## src/rtl/lcm_of_three_by_prime_factors_macros.svh

```systemverilog
// Assertion helpers used by the RTL top
`ifndef LCM_OF_THREE_BY_PRIME_FACTORS_MACROS_SVH
`define LCM_OF_THREE_BY_PRIME_FACTORS_MACROS_SVH

// same-cycle implication
`define LCM3_ASSERT_NOW(label, ante, cons, msg) \
    label: assert property (@(posedge i_clk) disable iff (!i_rst_n) (ante) |-> (cons)) \
        else $error(msg);

// next-cycle implication
`define LCM3_ASSERT_NEXT(label, ante, cons, msg) \
    label: assert property (@(posedge i_clk) disable iff (!i_rst_n) (ante) |=> (cons)) \
        else $error(msg);

`endif

```

## src/rtl/lcm3_pkg.sv

```systemverilog
package lcm3_pkg;
    localparam int MULTIPLE_WIDTH = 48;
    localparam int FIELD_WIDTH    = 16;

    typedef enum logic [3:0] {
        S_IDLE,
        S_CHECK,
        S_DSTART,
        S_DWAIT,
        S_APPLY,
        S_MUL,
        S_NEXT,
        S_PTEST,
        S_PWAIT,
        S_DONE
    } t_state;
endpackage

```

## src/rtl/lcm3_div.sv

```systemverilog
module lcm3_div import lcm3_pkg::*; #(
    parameter int W = 16
) (
    input  logic         i_clk,
    input  logic         i_rst_n,
    input  logic         i_start,
    input  logic [W-1:0] i_num,
    input  logic [W-1:0] i_den,
    output logic         o_done,
    output logic [W-1:0] o_quo,
    output logic [W-1:0] o_rem
);
    localparam int CW = $clog2(W + 1);

    logic          r_busy, n_busy;
    logic          r_done, n_done;
    logic [CW-1:0] r_cnt, n_cnt;
    logic [W-1:0]  r_num, n_num;
    logic [W-1:0]  r_den, n_den;
    logic [W-1:0]  r_rem, n_rem;
    logic [W-1:0]  r_quo, n_quo;
    logic [W:0]    sh;
    logic          ge;

    // one quotient bit per cycle, restoring
    assign sh = {r_rem, r_num[W-1]};
    assign ge = sh >= {1'b0, r_den};

    always_comb begin
        n_busy = r_busy;
        n_done = 1'b0;
        n_cnt  = r_cnt;
        n_num  = r_num;
        n_den  = r_den;
        n_rem  = r_rem;
        n_quo  = r_quo;
        if (i_start && !r_busy) begin
            n_busy = 1'b1;
            n_cnt  = CW'(W);
            n_num  = i_num;
            n_den  = i_den;
            n_rem  = '0;
            n_quo  = '0;
        end else if (r_busy) begin
            n_num = {r_num[W-2:0], 1'b0};
            n_rem = ge ? W'(sh - {1'b0, r_den}) : W'(sh);
            n_quo = {r_quo[W-2:0], ge};
            n_cnt = r_cnt - 1'b1;
            if (r_cnt == CW'(1)) begin
                n_busy = 1'b0;
                n_done = 1'b1;
            end
        end
    end

    always_ff @(posedge i_clk) begin
        if (!i_rst_n) begin
            r_busy <= 1'b0;
            r_done <= 1'b0;
            r_cnt  <= '0;
        end else begin
            r_busy <= n_busy;
            r_done <= n_done;
            r_cnt  <= n_cnt;
        end
        r_num <= n_num;
        r_den <= n_den;
        r_rem <= n_rem;
        r_quo <= n_quo;
    end

    assign o_done = r_done;
    assign o_quo  = r_quo;
    assign o_rem  = r_rem;
endmodule

```

## src/rtl/lcm_of_three_by_prime_factors.sv

```systemverilog
// LCM of three unsigned operands by walking prime factors. Pulse start while busy is
// low; one result word appears on o_multiple/o_bad_operand for exactly one cycle with
// o_valid high, and cannot be held off. A zero operand gives o_bad_operand = 1 and
// o_multiple = 0. Otherwise every trial division runs through one shared bit-serial
// divider and every multiply through a bit-serial shift-add unit; the number of trial
// divisions in the prime search sets the latency.
module lcm_of_three_by_prime_factors import lcm3_pkg::*; #(
    parameter int OPERAND_WIDTH = 16
) (
    input  logic                      i_clk,
    input  logic                      i_rst_n,
    input  logic                      start,
    input  logic [FIELD_WIDTH-1:0]    i_operand_a,
    input  logic [FIELD_WIDTH-1:0]    i_operand_b,
    input  logic [FIELD_WIDTH-1:0]    i_operand_c,
    output logic                      busy,
    output logic                      o_valid,
    output logic [MULTIPLE_WIDTH-1:0] o_multiple,
    output logic                      o_bad_operand
);
    `include "lcm_of_three_by_prime_factors_macros.svh"

    localparam int W  = OPERAND_WIDTH;
    localparam int CW = $clog2(W + 1);

    t_state r_state, n_state;

    logic [W-1:0]  r_a, n_a, r_b, n_b, r_c, n_c;
    logic [W-1:0]  r_qa, n_qa, r_qb, n_qb, r_qc, n_qc;
    logic [2:0]    r_hit, n_hit;
    logic [1:0]    r_sel, n_sel;
    logic [W-1:0]  r_p, n_p, r_q, n_q, r_f, n_f;
    logic [W+1:0]  r_fsq, n_fsq;
    logic          r_bad, n_bad;
    logic [MULTIPLE_WIDTH-1:0] r_acc, n_acc, r_mcand, n_mcand;
    logic [W-1:0]  r_mplier, n_mplier;
    logic [CW-1:0] r_mcnt, n_mcnt;
    logic          r_valid, n_valid;
    logic [MULTIPLE_WIDTH-1:0] r_out, n_out;
    logic          r_obad, n_obad;

    logic          div_start, div_done;
    logic [W-1:0]  div_num, div_den, div_quo, div_rem;
    logic [W-1:0]  sel_op;

    lcm3_div #(.W(W)) u_div (
        .i_clk   (i_clk),
        .i_rst_n (i_rst_n),
        .i_start (div_start),
        .i_num   (div_num),
        .i_den   (div_den),
        .o_done  (div_done),
        .o_quo   (div_quo),
        .o_rem   (div_rem)
    );

    always_comb begin
        case (r_sel)
            2'd0:    sel_op = r_a;
            2'd1:    sel_op = r_b;
            default: sel_op = r_c;
        endcase
    end

    always_comb begin
        n_state  = r_state;
        n_a = r_a; n_b = r_b; n_c = r_c;
        n_qa = r_qa; n_qb = r_qb; n_qc = r_qc;
        n_hit    = r_hit;
        n_sel    = r_sel;
        n_p = r_p; n_q = r_q; n_f = r_f; n_fsq = r_fsq;
        n_bad    = r_bad;
        n_acc    = r_acc;
        n_mcand  = r_mcand;
        n_mplier = r_mplier;
        n_mcnt   = r_mcnt;
        n_valid  = 1'b0;
        n_out    = r_out;
        n_obad   = r_obad;
        div_start = 1'b0;
        div_num   = sel_op;
        div_den   = r_p;
        case (r_state)
            S_IDLE: begin
                if (start) begin
                    n_a   = W'(i_operand_a);
                    n_b   = W'(i_operand_b);
                    n_c   = W'(i_operand_c);
                    n_bad = (W'(i_operand_a) == '0) || (W'(i_operand_b) == '0)
                         || (W'(i_operand_c) == '0);
                    n_acc = MULTIPLE_WIDTH'(1);
                    n_p   = W'(2);
                    n_state = S_CHECK;
                end
            end
            S_CHECK: begin
                n_sel = 2'd0;
                if (r_bad || (r_a <= W'(1) && r_b <= W'(1) && r_c <= W'(1)))
                    n_state = S_DONE;
                else
                    n_state = S_DSTART;
            end
            S_DSTART: begin
                div_start = 1'b1;
                n_state   = S_DWAIT;
            end
            S_DWAIT: begin
                if (div_done) begin
                    case (r_sel)
                        2'd0:    begin n_qa = div_quo; n_hit[0] = (div_rem == '0); end
                        2'd1:    begin n_qb = div_quo; n_hit[1] = (div_rem == '0); end
                        default: begin n_qc = div_quo; n_hit[2] = (div_rem == '0); end
                    endcase
                    if (r_sel == 2'd2) begin
                        n_state = S_APPLY;
                    end else begin
                        n_sel   = r_sel + 2'd1;
                        n_state = S_DSTART;
                    end
                end
            end
            S_APPLY: begin
                if (r_hit != 3'b000) begin
                    if (r_hit[0]) n_a = r_qa;
                    if (r_hit[1]) n_b = r_qb;
                    if (r_hit[2]) n_c = r_qc;
                    n_mcand  = r_acc;
                    n_mplier = r_p;
                    n_acc    = '0;
                    n_mcnt   = CW'(W);
                    n_state  = S_MUL;
                end else begin
                    n_state = S_NEXT;
                end
                n_hit = 3'b000;
            end
            S_MUL: begin
                // shift-add one multiplier bit per cycle
                if (r_mplier[0])
                    n_acc = r_acc + r_mcand;
                n_mcand  = {r_mcand[MULTIPLE_WIDTH-2:0], 1'b0};
                n_mplier = {1'b0, r_mplier[W-1:1]};
                n_mcnt   = r_mcnt - 1'b1;
                if (r_mcnt == CW'(1))
                    n_state = S_CHECK;
            end
            S_NEXT: begin
                if (r_p == W'(2)) begin
                    n_p     = W'(3);
                    n_state = S_CHECK;
                end else begin
                    n_q     = r_p + W'(2);
                    n_f     = W'(3);
                    n_fsq   = (W+2)'(9);
                    n_state = S_PTEST;
                end
            end
            S_PTEST: begin
                div_num = r_q;
                div_den = r_f;
                if (r_fsq > {2'b00, r_q}) begin
                    n_p     = r_q;
                    n_state = S_CHECK;
                end else begin
                    div_start = 1'b1;
                    n_state   = S_PWAIT;
                end
            end
            S_PWAIT: begin
                div_num = r_q;
                div_den = r_f;
                if (div_done) begin
                    if (div_rem == '0) begin
                        // composite: next odd candidate
                        n_q   = r_q + W'(2);
                        n_f   = W'(3);
                        n_fsq = (W+2)'(9);
                    end else begin
                        // (f+2)^2 = f^2 + 4f + 4
                        n_f   = r_f + W'(2);
                        n_fsq = r_fsq + {r_f, 2'b00} + (W+2)'(4);
                    end
                    n_state = S_PTEST;
                end
            end
            S_DONE: begin
                n_valid = 1'b1;
                n_out   = r_bad ? '0 : r_acc;
                n_obad  = r_bad;
                n_state = S_IDLE;
            end
            default: n_state = S_IDLE;
        endcase
    end

    always_ff @(posedge i_clk) begin
        if (!i_rst_n) begin
            r_state <= S_IDLE;
            r_valid <= 1'b0;
            r_hit   <= 3'b000;
        end else begin
            r_state <= n_state;
            r_valid <= n_valid;
            r_hit   <= n_hit;
        end
        r_a <= n_a; r_b <= n_b; r_c <= n_c;
        r_qa <= n_qa; r_qb <= n_qb; r_qc <= n_qc;
        r_sel    <= n_sel;
        r_p <= n_p; r_q <= n_q; r_f <= n_f; r_fsq <= n_fsq;
        r_bad    <= n_bad;
        r_acc    <= n_acc;
        r_mcand  <= n_mcand;
        r_mplier <= n_mplier;
        r_mcnt   <= n_mcnt;
        r_out    <= n_out;
        r_obad   <= n_obad;
    end

    assign busy          = (r_state != S_IDLE);
    assign o_valid       = r_valid;
    assign o_multiple    = r_out;
    assign o_bad_operand = r_obad;

    `LCM3_ASSERT_NOW(a_valid_idle, o_valid, !busy, "result strobe while busy")
    `LCM3_ASSERT_NOW(a_bad_zero, o_valid && o_bad_operand, o_multiple == '0, "bad word nonzero")
    `LCM3_ASSERT_NEXT(a_accept_busy, start && !busy, busy, "accepted word did not start")
    `LCM3_ASSERT_NOW(a_div_owned, div_done, r_state == S_DWAIT || r_state == S_PWAIT,
        "divider finished outside a wait state")
endmodule
```

## config.mk

```make
export PLATFORM = sky130hd
export DESIGN_NAME = lcm_of_three_by_prime_factors
export DESIGN_NICKNAME = d
export VERILOG_FILES = /design/src/rtl/lcm3_pkg.sv /design/src/rtl/lcm3_div.sv /design/src/rtl/lcm_of_three_by_prime_factors.sv
export VERILOG_INCLUDE_DIRS = /design/src /design/src/rtl
export SDC_FILE = /design/constraint.sdc
export NUM_CORES = 1
export LEC_CHECK = 0
export ABC_CLOCK_PERIOD_IN_PS = 10700
export BUFFER_PORTS_ARGS = -buffer_cell sky130_fd_sc_hd__buf_2
export CAP_MARGIN = 20
export CORE_MARGIN = 5
export CORE_UTILIZATION = 40
export CTS_CLUSTER_DIAMETER = 30
export CTS_CLUSTER_SIZE = 28
export DETAILED_ROUTE_END_ITERATION = 10
export GPL_TIMING_DRIVEN = 0
export PLACE_DENSITY = 0.59
export SLEW_MARGIN = 10
export SYNTH_ARGS = -nofsm -noshare
export SYNTH_HDL_FRONTEND = slang
export SYNTH_HIERARCHICAL = 1
export SYNTH_SLANG_ARGS = --single-unit
```

## constraint.sdc

```tcl
create_clock -name i_clk -period 10.7 [get_ports i_clk]
set_input_delay 1.07 -clock i_clk [delete_from_list [all_inputs] [get_ports i_clk]]
set_output_delay 1.07 -clock i_clk [all_outputs]
set_load 0.05 [all_outputs]
```

### Word level (Yosys, flattened, before mapping)

Index checks and enable logic that the tools add are counted.

* register bits after elaboration: 410
* latch bits: 0
* RAM bits: 0
* ROM bits: 0
* bits of input ports: 51
* memories: 0

* add/subtract/negate cells: 10
* multiply operators: 0
* div/mod/pow operators: 0
* order comparisons: 5
* equal/unequal tests: 31
* shift operators: 0
* multiplexer cells: 71
* bitwise logic cells: 3
* reductions and logical operators: 44

Operators by type and width (count)
* two-way mux 16 bit: 24
* case mux 16 bit (2 select lines): 7
* two-way mux 48 bit: 4
* case mux 48 bit (3 select lines): 1
* case mux 48 bit (2 select lines): 1
* logical NOT 16 bit: 4
* two-way mux 18 bit: 3
* adder 16 x 2 -> 16 bit, second input constant: 3
* adder 48 bit: 1
* <= comparator 16 x 1 -> 1 bit, second input constant: 3
* case mux 16 bit (3 select lines): 1
* case mux 18 bit (2 select lines): 1
* case mux 4 bit (9 select lines): 1
* AND reduction 4 bit: 7
* inequality test 2 bit, second input constant: 13
* two-way mux 4 bit: 6
* AND reduction 3 bit: 8
* adder 18 bit: 1
* adder 18 x 3 -> 18 bit, second input constant: 1
* greater-than comparator 18 x 16 -> 1 bit: 1
* greater-or-equal comparator 17 x 16 -> 1 bit: 1
* == test 16 x 2 -> 1 bit, second input constant: 1
* == test 4 x 3 -> 1 bit, second input constant: 4
* subtractor 16 bit: 1
* other kinds (29): 66

### Depth between registers and ports, before layout

* depth after elaboration: 6
* depth in mapped cells: 16
* gate-level depth less buffers: 15

### Cells and area by module

The synthesis kept the hierarchy.

Modules (own cells, without submodules)
* lcm_of_three_by_prime_factors: times used 1, cells an instance 1662, area each 18186.2 µm²
* lcm3_div: times used 1, cells an instance 367, area each 3678.5 µm²

### Worst setup path before layout

OpenSTA, ideal clock, no wires.

* path kind: flip-flop to flip-flop
* from: reg r_state[3]
* to: reg r_acc[0] (enable)
* library setup time: 0.712 ns
* arrival: 8.818 ns
* data required time: 9.988 ns
* slack: 1.170 ns
* cell stages (with the launch flop): 6
* buffers on the path: 1
* cells stage by stage: dfxtp_1 > clkbuf_1 > nor4_1 > inv_1 > o21ai_0 > a2111oi_0

* cells in the longest elaborated chain, start to end: 3

Ends and longest elaborated chain
* start, declared: line lcm_of_three_by_prime_factors.sv:26 `t_state r_state, n_state;`
* start signal, assigned: line lcm_of_three_by_prime_factors.sv:202 `r_state <= n_state;`
* == test 4 x 3 -> 1 bit / logical NOT 4 bit (equally long branches): line lcm_of_three_by_prime_factors.sv:83 `case (r_state)`
* inequality test 2 bit (no line) / nonzero test 3 bit (equally long branches)
* AND reduction 4 bit (no line) *
* end signal, assigned: line lcm_of_three_by_prime_factors.sv:211 `r_acc <= n_acc;`
* end, declared: line lcm_of_three_by_prime_factors.sv:35 `logic [MULTIPLE_WIDTH-1:0] r_acc, n_acc, r_mcand, n_mcand;`

Mark *: on every way between the ends. The rest lies on a longest branch, timed or not.
A chain may end at the register's enable or synchronous reset.

### Final worst setup path

* from: reg r_q[2]
* to: reg u_div.r_num[11] (data pin)

* cells in the longest elaborated chain, start to end: 5

Ends and longest elaborated chain
* start, declared: line lcm_of_three_by_prime_factors.sv:32 `logic [W-1:0] r_p, n_p, r_q, n_q, r_f, n_f;`
* start signal, assigned: line lcm_of_three_by_prime_factors.sv:209 `r_p <= n_p; r_q <= n_q; r_f <= n_f; r_fsq <= n_fsq;`
* greater-than comparator 18 x 16 -> 1 bit: line lcm_of_three_by_prime_factors.sv:161 `if (r_fsq > {2'b00, r_q}) begin`
* two-way mux 1 bit: line lcm_of_three_by_prime_factors.sv:161
* case mux 1 bit (2 select lines): line lcm_of_three_by_prime_factors.sv:83
* via div_start: line lcm_of_three_by_prime_factors.sv:42 `logic div_start, div_done;`
* logical AND 1 bit: line lcm3_div.sv:37 `if (i_start && !r_busy) begin`
* two-way mux 16 bit: line lcm3_div.sv:37
* via u_div.n_num[11]: line lcm3_div.sv:18 `logic [W-1:0] r_num, n_num;`
* end signal, assigned: line lcm3_div.sv:66 `r_num <= n_num;`
* end, declared: line lcm3_div.sv:18

The timed path passes the listed nets, and every way through them passes these cells.

==> flow_summary.ini <==
[pwr]
seq_power_share = 0.327
p_leak_uw = 0.0105
power.net_switching_uw = 2390
vdd.ir_drop.worst_mv = 0.156
internal-power_uw = 4910
power.share.combinational = 0.272
power_frac_clock = 0.401
switching_share = 0.327
p_per_area_mw_per_mm2 = 272

[sta]
timing.final.max_slew_violations = 0
fin_setup_tns_ns = 0
finalHoldViolations = 0
layout_min_cycle_time_ns = 4.56
final.setup.worst_slack_ns = 6.14
setup_viol = 0
highest_clock_rate_mhz = 219
timing.clock.skew_ns = 0.0229
final_min_period_over_clock_period = 0.427
max_slew_margin = 0.368
grt_setup_unrepaired = no
tightestPinTransition_ns = 0.947

[job]
timing.max_cap.violations = 0

[grt]
grt_start_max_net_pins = 33
antenna_found_initial = 1
grt_pass1_vias = 16700
wire_length_of_the_first_global_routing_pass_mm = 90.2
grt_usage = 0.186
grt-ovfl-total = 0

[worst_setup_path]
crit_path_start_kind = register
largest_incremental_delay_on_the_critical_path_ns = 0.65
worst_ep_required_time_ns = 11.07
crit-reg2reg-launch = r_q[2]
cp_data_arrival_time_ns = 4.93
critPathMostFrequentCell = o21a_1
timing.critical_path.cells = inv_1 > ha_1 > nor2b_1 > o21a_1 > o21a_1 > o21a_1 > o21bai_1 > a21oi_1 > o21ai_0 > nand2_1 > o31ai_1 > nor2b_1 > clkbuf_1 > clkbuf_2 > mux2_2
cp-end-kind = register
cp_slowest_cell = clkbuf_2
cp-startpoint = r_q[2]
crit_fanout = 25
timing.setup.critical_path_class = reg -> reg

[floorplanning]
design.die.area_mm2 = 0.0594
number_of_cell_rows = 85
floorplan.die.width_um = 244
initial_utilization = 0.405
pin_count = 102
core_region_area_mm2 = 0.0540
die_y_extent_um = 244

[routing]
drt-total-wl_mm = 55.9
routed_via_density = 5.38
average_wire_length_per_cell_after_detail_routing_um = 18.5
final_antenna_net_count = 0
drc = 0
drt_iter0_markers = 1096
number_of_vias_in_the_routed_layout = 16300
drt_first_pass_iters = 7

[run_status]
run_status = completed

[clock_network]
ctsHtreeMaxLevel = 3
clk_root_buf = clkbuf_16
numCtsBuffers = 97
clkSlewWorstSetupHoldPaths_ns = 0.05
post_cts_resize_count = 0
worst_skew_pair.late_latency_ns = 0.63
clockBufferDepth = 3
numClockSinks = 408
post-cts-setup-buffers = 0
cts_hold_buffers = 0
tritoncts = yes

[layout]
nFillCells = 4858
share_of_cells_above_drive_strength_1 = 0.177
layout.cells.most_common_list = edfxtp_1 (361), nand2_1 (336), nor2_1 (151), ha_1 (115), buf_2 (110)
most_common_cell_after_layout_fill_and_taps_aside = edfxtp_1
flow.area_growth_from_synthesis_pct = 22.6
num-nets-final = 2418

[logic_synthesis]
postSynthCellCount = 2029
synth_compound_gate_area_share = 0.107
syn_avg_cell_area_um2 = 10.8
ys.warnings.count = 6
postSynth.asyncResetShare = 0
synth_sequential_area_ratio = 0.539
synth_nets = 2198
synth_mux_area_frac = 0.0475
syn-cell-area_mm2 = 0.0219
dominant_combinational_cell_family_by_area_after_synthesis = simple AND/OR/NAND/NOR gates
post_synth_fa_ha_maj_area_fraction = 0.0686
synth_edf_count = 361
xor_xnor_share_of_the_synthesized_area = 0.0393
synth_seq_cells = 408
synth_flop_cell = edfxtp_1
ys_types = 74
synth_simple_gate_area_frac = 0.167

[place]
dp_worst_setup_slack_ns = 6.18
port_buffers = 101
dp_hpwl_mm = 40.3
place_congestion = 0.888

[worst_hold_path]
class_of_the_most_critical_hold_timing_path = reg -> reg
timing.hold.worst.start = u_div/o_quo[15]
[path summary, 6_finish.rpt]
check / depth (start not counted) / slack [ns] / to
setup / recovery: 15 / 6.14 / u_div/r_num[11]
hold / removal: 0 / 0.50 / r_qb[15]
setup reg to reg: 15 / 6.14 / u_div/r_num[11]
hold reg to reg: 0 / 0.50 / r_qb[15]
[worst max-delay path: cells and delay by family, from the launching register on]
kind | cells | cell delay, ns
adders and majority gates | 1 | 0.25
buffers and inverters | 3 | 1.28
muxes | 1 | 0.43
and+or+nand+nor | 3 | 0.48
AOI/OAI and AO/OA | 7 | 1.45
DFF | 1 | 0.42
[metrics by stage]
| stage | hold WS [ns] | cell area [µm²] | power, µW | instances | utilization |
|---|---|---|---|---|---|
| finish | 0.502 | 26800 | 7300 | 3027 | 0.496 |
| CTS | 0.501 | 26800 | 7330 | 3026 | 0.496 |
| detailed placement | 0.489 | 23500 | 4370 | 2846 | 0.435 |
| global placement | 0.463 | 23200 | 4140 | 2826 | 0.430 |
| floorplan | 0.444 | 21900 | 3820 | 2029 | - |
| global route | 0.522 | 26800 | 7690 | 3027 | 0.496 |
[final cells by class]
type	count	area [µm²]	share of cell area
multi-input cells	1457	9450	0.352
inverters	76	285	0.0106
clock buffers	106	2470	0.0922
flip-flops and latches	408	11800	0.440
diodes	1	2.50	0.0000934
clock inverters	74	813	0.0304
repair buffers	121	723	0.0270
well taps	696	871	0.0325
plain buffers	88	403	0.0150
[synthesized netlist by cell type, types with 23 or more instances]
cell | n | area (µm²)
ha_1 | 115 | 1440
dfxtp_1 | 47 | 941
clkbuf_1 | 66 | 248
a21o_1 | 37 | 278
nand2_1 | 337 | 1260
nand2b_1 | 23 | 144
inv_1 | 75 | 282
o21ai_0 | 73 | 365
nor2_1 | 154 | 578
a21oi_1 | 88 | 440
nand4_1 | 32 | 200
nor3_1 | 43 | 215
xor2_1 | 42 | 368
edfxtp_1 | 361 | 10800
nand3_1 | 54 | 270
nor2b_1 | 61 | 382
nor4_1 | 35 | 219
a31oi_1 | 30 | 188
mux2_2 | 78 | 878
xnor2_1 | 56 | 490
[power by group through the flow]
stage | clock, µW | sequential, µW | combinational (µW)
final | 2920 | 2390 | 1980
after detailed placement | 0 | 2410 | 1960
after global routing | 3070 | 2420 | 2200
after CTS | 2970 | 2390 | 1980
after global placement | 0 | 2420 | 1730
after floorplan | 0 | 2380 | 1440
[kinds of logic (layout without fill, tap and decap cells)]
group | after synthesis | count (layout)
multiplexers | 94 | 94
adder cells (fa/ha/maj) | 118 | 118
other | 0 | 1
buffers and inverters | 164 | 465
AO/OA/AOI/OAI | 352 | 352
XOR/XNOR | 98 | 98
flip-flops | 408 | 408
AND/OR/NAND/NOR | 795 | 795
[layer usage]
| layer | up-vias | wire (µm) | GRT usage | part of all wire |
|---|---|---|---|---|
| met5 | - | 0 | 0 | 0 |
| met1 | 7868 | 24900 | 0.243 | 0.45 |
| met3 | 106 | 2830 | 0.0378 | 0.051 |
| li1 | 7859 | - | - | - |
| met2 | 446 | 26900 | 0.314 | 0.48 |
| met4 | 0 | 1270 | 0.0543 | 0.023 |
Note: power is estimated with default switching activity, not from simulation.
